File: config.mk
export PLATFORM = sky130hd
export DESIGN_NAME = sign_magnitude_alu
export DESIGN_NICKNAME = d
export VERILOG_FILES = /design/src/sv/smalu_pkg.sv /design/src/sv/sign_magnitude_alu.sv /design/src/sv/smalu_front.sv /design/src/sv/smalu_div_cell.sv
export SDC_FILE = /design/constraint.sdc
export NUM_CORES = 2
export LEC_CHECK = 0
export CORE_MARGIN = 2
export CORE_UTILIZATION = 30
export CTS_BUF_LIST = sky130_fd_sc_hd__clkbuf_8 sky130_fd_sc_hd__clkbuf_16
export DETAILED_ROUTE_END_ITERATION = 10
export DONT_BUFFER_PORTS = 1
export PLACE_DENSITY = 0.55
export SYNTH_ARGS = -nofsm -noshare
export SYNTH_HDL_FRONTEND = slang
export SYNTH_HIERARCHICAL = 1
export SYNTH_SLANG_ARGS = --single-unit
File: constraint.sdc
create_clock -name aclk -period 10.5 [get_ports aclk]
set_input_delay 1.05 -clock aclk [delete_from_list [all_inputs] [get_ports aclk]]
set_output_delay 1.05 -clock aclk [all_outputs]
set_load 0.005 [all_outputs]
File: src/sv/smalu_pkg.sv
`timescale 1ns / 1ps
// ----------------------------------------------------------------------------
// smalu_pkg
// Shared types and constants for the sign-magnitude ALU.
// ----------------------------------------------------------------------------
package smalu_pkg;

    localparam int WORD_BITS = 16;
    localparam int CMD_BITS  = 4;

    typedef logic [CMD_BITS-1:0]  cmd_t;
    typedef logic [WORD_BITS-1:0] mag_t;

    localparam cmd_t CMD_AND  = 4'd0;
    localparam cmd_t CMD_OR   = 4'd1;
    localparam cmd_t CMD_XOR  = 4'd2;
    localparam cmd_t CMD_ADD  = 4'd3;
    localparam cmd_t CMD_SUB  = 4'd4;
    localparam cmd_t CMD_MUL  = 4'd5;
    localparam cmd_t CMD_DIV  = 4'd6;
    localparam cmd_t CMD_MOV  = 4'd7;
    localparam cmd_t CMD_NOT  = 4'd8;
    localparam cmd_t CMD_DEC  = 4'd9;
    localparam cmd_t CMD_INC  = 4'd10;
    localparam cmd_t CMD_ISGN = 4'd11;
    localparam cmd_t CMD_SSGN = 4'd12;

    // What travels along the divider chain with each beat.
    typedef struct packed {
        logic valid;
        cmd_t cmd;
        logic a_sign;
        mag_t a_mag;
        logic b_sign;
        mag_t b_mag;
        mag_t rem;     // partial remainder
        mag_t quo;     // quotient bits so far, dividend bits shifted out
        logic res_sign;
        mag_t res_mag;
        logic dz;
    } slot_t;

endpackage

File: src/sv/sign_magnitude_alu.sv
`timescale 1ns / 1ps
// ----------------------------------------------------------------------------
// sign_magnitude_alu
// Sign-magnitude ALU with a pipelined divider built from a row of cells.
// ----------------------------------------------------------------------------
// A new beat is accepted every cycle while the output beat is not held.
// Every result takes the same path, whatever the opcode: the operands
// enter one register stage, then pass one division cell per quotient bit,
// then the output register. The whole pipe advances together and stalls
// only while the output beat is held. A sign of 1 means non-negative; a
// DIV by zero magnitude raises div_by_zero and returns A.
// ----------------------------------------------------------------------------
module sign_magnitude_alu (
    input  logic                  aclk,
    input  logic                  aresetn,
    input  logic                  s_valid,
    output logic                  s_ready,
    input  logic [3:0]            s_cmd,
    input  logic                  s_a_sign,
    input  logic [15:0]           s_a_magnitude,
    input  logic                  s_b_sign,
    input  logic [15:0]           s_b_magnitude,
    output logic                  m_valid,
    input  logic                  m_ready,
    output logic                  m_res_sign,
    output logic [15:0]           m_res_magnitude,
    output logic                  m_div_by_zero
);

    localparam int W = smalu_pkg::WORD_BITS;

    smalu_pkg::slot_t chain [W+1];
    smalu_pkg::slot_t last;
    logic             en;
    logic             m_valid_reg;
    logic             res_sign_reg;
    smalu_pkg::mag_t  res_mag_reg;
    logic             dz_reg;
    smalu_pkg::slot_t front_slot;
    logic             front_valid_reg;

    // The pipe moves whenever the output register is free or being taken.
    assign en      = !m_valid_reg || m_ready;
    assign s_ready = en;

    smalu_front u_front (
        .aclk     (aclk),
        .en       (en),
        .in_valid (s_valid),
        .cmd      (s_cmd),
        .a_sign   (s_a_sign),
        .a_mag    (s_a_magnitude[W-1:0]),
        .b_sign   (s_b_sign),
        .b_mag    (s_b_magnitude[W-1:0]),
        .slot     (front_slot)
    );

    always_ff @(posedge aclk) begin
        if (!aresetn) begin
            front_valid_reg <= 1'b0;
        end else if (en) begin
            front_valid_reg <= s_valid;
        end
    end

    always_comb begin
        chain[0]       = front_slot;
        chain[0].valid = front_valid_reg;
    end

    for (genvar i = 0; i < W; i++) begin : g_cell
        smalu_div_cell u_cell (
            .aclk     (aclk),
            .aresetn  (aresetn),
            .en       (en),
            .slot_in  (chain[i]),
            .slot_out (chain[i+1])
        );
    end

    assign last = chain[W];

    always_ff @(posedge aclk) begin
        if (!aresetn) begin
            m_valid_reg <= 1'b0;
        end else if (en) begin
            m_valid_reg <= last.valid;
        end
    end

    always_ff @(posedge aclk) begin
        if (en) begin
            dz_reg <= last.dz;
            if (last.cmd == smalu_pkg::CMD_DIV && !last.dz) begin
                res_mag_reg  <= last.quo;
                res_sign_reg <= (last.quo == '0) || (last.a_sign == last.b_sign);
            end else begin
                res_mag_reg  <= last.res_mag;
                res_sign_reg <= last.res_sign;
            end
        end
    end

    assign m_valid         = m_valid_reg;
    assign m_res_sign      = res_sign_reg;
    assign m_res_magnitude = 16'(res_mag_reg);
    assign m_div_by_zero   = dz_reg;

endmodule

File: src/sv/smalu_front.sv
`timescale 1ns / 1ps
// ----------------------------------------------------------------------------
// smalu_front
// Combinational operations and the multiplier, registered together; loads the chain.
// ----------------------------------------------------------------------------
module smalu_front (
    input  logic                  aclk,
    input  logic                  en,
    input  logic                  in_valid,
    input  smalu_pkg::cmd_t       cmd,
    input  logic                  a_sign,
    input  smalu_pkg::mag_t       a_mag,
    input  logic                  b_sign,
    input  smalu_pkg::mag_t       b_mag,
    output smalu_pkg::slot_t      slot
);

    localparam int W = smalu_pkg::WORD_BITS;

    logic [W:0]        sum_mag;
    logic              sum_sign;
    logic              eff_b_sign;
    logic [2*W-1:0]    prod;
    smalu_pkg::slot_t  slot_next;

    always_comb begin
        eff_b_sign = (cmd == smalu_pkg::CMD_SUB) ? ~b_sign : b_sign;
        if (a_sign == eff_b_sign) begin
            sum_mag  = {1'b0, a_mag} + {1'b0, b_mag};
            sum_sign = a_sign;
        end else if (a_mag >= b_mag) begin
            sum_mag  = {1'b0, a_mag} - {1'b0, b_mag};
            sum_sign = a_sign;
        end else begin
            sum_mag  = {1'b0, b_mag} - {1'b0, a_mag};
            sum_sign = eff_b_sign;
        end
        // An exact zero is always non-negative.
        if (sum_mag == '0) begin
            sum_sign = 1'b1;
        end
        prod = a_mag * b_mag;
    end

    always_comb begin
        slot_next          = '0;
        slot_next.valid    = in_valid;
        slot_next.cmd      = cmd;
        slot_next.a_sign   = a_sign;
        slot_next.a_mag    = a_mag;
        slot_next.b_sign   = b_sign;
        slot_next.b_mag    = b_mag;
        slot_next.quo      = a_mag;
        slot_next.rem      = '0;
        slot_next.res_sign = a_sign;
        slot_next.res_mag  = a_mag;
        unique case (cmd)
            smalu_pkg::CMD_AND: begin
                slot_next.res_sign = a_sign & b_sign;
                slot_next.res_mag  = a_mag & b_mag;
            end
            smalu_pkg::CMD_OR: begin
                slot_next.res_sign = a_sign | b_sign;
                slot_next.res_mag  = a_mag | b_mag;
            end
            smalu_pkg::CMD_XOR: begin
                slot_next.res_sign = a_sign ^ b_sign;
                slot_next.res_mag  = a_mag ^ b_mag;
            end
            smalu_pkg::CMD_ADD, smalu_pkg::CMD_SUB: begin
                slot_next.res_sign = sum_sign;
                slot_next.res_mag  = sum_mag[W-1:0];
            end
            smalu_pkg::CMD_MUL: begin
                slot_next.res_sign = (a_mag == '0) || (b_mag == '0) || (a_sign == b_sign);
                slot_next.res_mag  = prod[W-1:0];
            end
            smalu_pkg::CMD_DIV: begin
                slot_next.dz = (b_mag == '0);
            end
            smalu_pkg::CMD_MOV: begin
                slot_next.res_sign = b_sign;
                slot_next.res_mag  = b_mag;
            end
            smalu_pkg::CMD_NOT: begin
                slot_next.res_sign = ~a_sign;
                slot_next.res_mag  = ~a_mag;
            end
            smalu_pkg::CMD_DEC: slot_next.res_mag = a_mag - smalu_pkg::mag_t'(1);
            smalu_pkg::CMD_INC: slot_next.res_mag = a_mag + smalu_pkg::mag_t'(1);
            smalu_pkg::CMD_ISGN: slot_next.res_sign = ~a_sign;
            smalu_pkg::CMD_SSGN: slot_next.res_sign = b_sign;
            default: ;
        endcase
    end

    always_ff @(posedge aclk) begin
        if (en) begin
            slot <= slot_next;
        end
    end

endmodule

File: src/sv/smalu_div_cell.sv
`timescale 1ns / 1ps
// ----------------------------------------------------------------------------
// smalu_div_cell
// One restoring-division step; a row of these yields one quotient bit each.
// ----------------------------------------------------------------------------
module smalu_div_cell (
    input  logic             aclk,
    input  logic             aresetn,
    input  logic             en,
    input  smalu_pkg::slot_t slot_in,
    output smalu_pkg::slot_t slot_out
);

    localparam int W = smalu_pkg::WORD_BITS;

    logic [W:0]       trial;
    logic [W:0]       diff;
    smalu_pkg::slot_t slot_next;
    smalu_pkg::slot_t slot_reg;

    always_comb begin
        slot_next = slot_in;
        trial     = {slot_in.rem, slot_in.quo[W-1]};
        diff      = trial - {1'b0, slot_in.b_mag};
        if (!diff[W]) begin
            slot_next.rem = diff[W-1:0];
            slot_next.quo = {slot_in.quo[W-2:0], 1'b1};
        end else begin
            slot_next.rem = trial[W-1:0];
            slot_next.quo = {slot_in.quo[W-2:0], 1'b0};
        end
    end

    // Only the valid bit needs a reset; the payload is ignored without it.
    always_ff @(posedge aclk) begin
        if (!aresetn) begin
            slot_reg.valid <= 1'b0;
        end else if (en) begin
            slot_reg <= slot_next;
        end
    end

    assign slot_out = slot_reg;

endmodule

# --- After elaboration in Yosys (flattened, before gate mapping) ---
# Cells that the tools add are included.
# W data, S select, Z words.
classes:
  addsub: 21
  n_eq_ne: 16
  reduce_logical: 16
  multipliers: 1
  order_cmp: 1
  n_bitwise: 9
  n_mux: 26
op_table:
  columns: ["operator", "n"]
  rows:
  - ["$mux W32", 14]
  - ["$sub A17 B16 Y17", 15]
  - ["$pmux W16 S9", 1]
  - ["$mux W17", 3]
  - ["$logic_not A16 Y1", 3]
  - ["$sub A16 B16 Y17", 2]
  - ["$eq A4 B3 Y1 const B", 5]
  - ["$eq A4 B4 Y1 const B", 5]
  - ["$add A16 B16 Y17", 1]
  - ["$logic_not A17 Y1", 1]
  - ["$sub A1 B16 Y17", 1]
  - ["$add A16 B1 Y16 const B", 1]
  - ["$and A16 B16 Y16", 1]
  - ["$ge A16 B16 Y1", 1]
  - ["$mul A16 B16 Y16", 1]
  - ["$mux W16", 1]
  - ["$not A16 Y16", 1]
  - ["$or A16 B16 Y16", 1]
  - ["$sub A16 B1 Y16 const B", 1]
  - ["$xor A16 B16 Y16", 1]
  - ["$eq A4 B2 Y1 const B", 2]
  - ["$pmux W1 S7", 1]
  - ["$mux W1", 6]
  - ["$reduce_or A2 Y1", 3]
  - ["other kinds (11)", 18]
totals:
  input_bits: 42
  reg_bits: 1212
  wordCells: 262
  output_inout_bits: 20

# --- Logic depth before layout (Yosys ltp) ---
logic_depth:
  depth_word: 7
  ltp_mapped: 25
  mapped_depth_nobuf: 23

# --- Modules after synthesis ---
# Netlist, hierarchy kept.
by_module_without_submodules:
  columns: ["mod", "area_each_um2", "seq_area_each_um2", "instances", "cells_each"]
  rows:
  - ["smalu_div_cell at g_cell[0].u_cell ...", 3694.8, 2662.6, 12, 220]
  - ["smalu_div_cell at g_cell[10].u_cell ...", 3697.3, 2662.6, 4, 220]
  - ["smalu_front", 10299.9, 1711.6, 1, 1202]
  - ["sign_magnitude_alu", 929.6, 580.6, 1, 53]

# --- Worst setup path before layout ---
# OpenSTA, ideal clock, no wires.
synth_timing:
  path_kind: "input to register"
  startpoint: "input m_ready"
  endpoint: "register g_cell[0].u_cell.slot_reg, in the netlist g_cell[0].u_cell/slot_out[0], enable pin"
  path_buffers: 0
  setup_ns: 0.456
  stages: 2
  slack_ns: 4.054
  required_ns: 10.044
  t_arrival_ns: 5.990
  path_cell_list: "nand2b_1 -> and2_1"
synth_between:
  elab_chain_cells: 2
synth_lines:
  columns: ["item", "line", "source"]
  rows:
  - ["from (decl)", "sign_magnitude_alu.sv:24", "input logic m_ready,"]
  - ["$logic_or A1 B1 Y1", "sign_magnitude_alu.sv:43", "assign en = !m_valid_reg || m_ready;"]
  - ["$reduce_and A2 Y1 (no line)", null, null]
  - ["to (signal assigned)", "smalu_div_cell.sv:39", "slot_reg <= slot_next;"]
  - ["to (decl)", "smalu_div_cell.sv:19", "smalu_pkg::slot_t slot_reg;"]
# No other way between the ends.
# A chain may end at the register's enable or synchronous reset.

==> flow_summary.toml <==
[die]
start_util_pct = 30.2
die_h_um = 455
num_rows = 165
die_w_um = 455
io_pins = 62
fp.dieArea_sq_um = 207000
coreArea_sq_um = 202000

[pwr]
p_total_mw = 18.2
leakage_nw = 26.7
p_per_area_nw_per_um2 = 268
ir_worst_vdd_mv = 0.219

[grt]
track_usage_pct = 11.8
grt_pass1_wl_mm = 194
antenna_found_initial = 1
grt_overflow = 0
grt_pass1_vias = 34191
grt_max_degree = 73

[clock_network]
cts_made_buffers = 120
cts_max_level = 3
numClockSinks = 1212
cts_root_buf = "clkbuf_16"
cts.repair.resized = 0
postCtsSetupBuffers = 0
holdBufCountCts = 0
clk_path_buf_depth = 3
cts.reportedPaths.clkPinSlew_ns = 0.07
clk_latency_ns = 0.75
cts_tree = "built"

[placed_design]
pre_cts_slack_ns = 3.39
routabilityCongestion = 0.880
io_buffers = 0
placed_cells_incl_taps = 7036
dp_hpwl_mm = 91.3

[timing]
fmax_mhz = 157
fin_crit_ns = 6.36
hold_viol = 0
worst_pin_slew_ns = 1.35
fin_worst_skew_ns = 0.0622
fin_setup_tns_ns = 0
slew_headroom_pct = 9.83
fin_ws_ns = 4.14
drv_slew = 0
finalSetupViolCount = 0
grt_setup_unrepaired = "no"
period_share_pct = 60.5

[cells_and_area]
drive_above_1_share_pct = 11.9
layout.nets = 5013
largest_register_ffs = 1136
instances_no_fill = 7259
fin_util_pct = 33.7
area_growth_syn_to_layout_pct = 11.8

[status]
status = "finished, final reports clean"

[worst_hold_path]
hold_path_class = "register to register"
holdPathStages = 0

[routing]
wire_per_inst_um = 16.9
antenna_left = 0
drcViolationCount = 0
drt_first_iter_violations = 1948
firstDrtPassIters = 5
drt-vias-per-instance = 4.61
wl_mm = 122
vias = 33453

[setup_path]
ff2ff_path_depth = 11
cp.arrival_ns = 6.82
start_kind = "input pin"
cp_data_required_time_ns = 10.97
path_class = "input pin to register"
worst_setup_path_end_kind = "register"
critical_path.max_fanout = 10

[yosys]
ys_warn_count = 6
syn_inst = 4394
syn_area_per_cell_sq_um = 13.9
synthesis.area_sq_um = 61000

[flow_run]
maxCapViolCount = 0
[layout by cell type (no fill, tap or decap), types with 17 or more instances in the layout]
master     instances
xor2_1            87
nor2b_1           57
nand2b_1          62
o21ai_0          155
o31ai_1           18
mux2_4           114
nor3_1            26
edfxtp_1        1194
clkinv_1          33
a221oi_1          21
o211ai_1          24
a21o_1            55
o211a_1           34
mux2i_1           54
inv_1            493
and3_1            20
clkbuf_16        121
dfxtp_1           18
xnor2_2           19
and2_1            19
or3_1             17
o21a_1            41
a211oi_1          53
buf_4             40
a21oi_1          204
ha_1             386
fa_1              99
nor2_1           226
a21boi_0          21
clkinv_2          18
nand2_1          173
o31a_1            19
mux2_2           112
nand3_1           88
xnor2_1          160
o21bai_1          40
o2111ai_1         24
[power by group]
| group | internal [mW] | switching (mW) |
|---|---|---|
| logic | 3.48 | 3.62 |
| clock network | 2.46 | 1.82 |
| registers | 6.48 | 0.382 |
[worst paths after layout]
check	startpoint	endpoint	slack, ns
setup / recovery	s_b_magnitude[4]	u_front/slot[16]	4.14
hold / removal	g_cell[2].u_cell/slot_out[1]	g_cell[3].u_cell/slot_out[1]	0.36
setup reg to reg	g_cell[8].u_cell/slot_out[33]	g_cell[9].u_cell/slot_out[37]	6.85
hold reg to reg	g_cell[2].u_cell/slot_out[1]	g_cell[3].u_cell/slot_out[1]	0.36
[metrics by stage]
step / hold WS [ns] / instance area (sq um)
2_1_floorplan: 0.400 / 61000
3_3_place_gp: 0.401 / 64200
3_5_place_dp: 0.405 / 64200
4_1_cts: 0.343 / 68200
5_1_grt: 0.349 / 68200
6_report: 0.359 / 68200
[final cells by class]
| type | count | area (sq um) |
|---|---|---|
| fillers | 19518 | 134000 |
| flip-flops and latches | 1212 | 36200 |
| multi-input cells | 2641 | 22500 |
| well taps | 2672 | 3340 |
| clock buffers | 121 | 3030 |
| inverters | 471 | 1770 |
| clock inverters | 101 | 972 |
| repair buffers | 40 | 300 |
| diodes | 1 | 2.50 |
[worst max-delay path: stages]
cell	delay (ns)
clkinv_1	0.33
nor2_1	0.28
fa_1	0.43
inv_1	0.08
fa_1	0.45
fa_1	0.51
fa_1	0.55
inv_1	0.05
fa_1	0.47
inv_1	0.05
fa_1	0.48
inv_1	0.04
ha_1	0.35
and3_1	0.18
a21oi_1	0.05
a31oi_1	0.42
xnor2_1	0.27
a211o_1	0.38
o32ai_1	0.31
a211oi_1	0.10
[metal layers]
metal	wire length (um)	share of wire, %	GRT usage [%]	vias to the layer above
li1	-	-	-	16350
met1	54900	45	15.3	16221
met2	59000	48	20.1	654
met3	5290	4.3	2.08	228
met4	3300	2.7	3.66	0
met5	0	0	0	-
(Power assumes the default switching activity.)
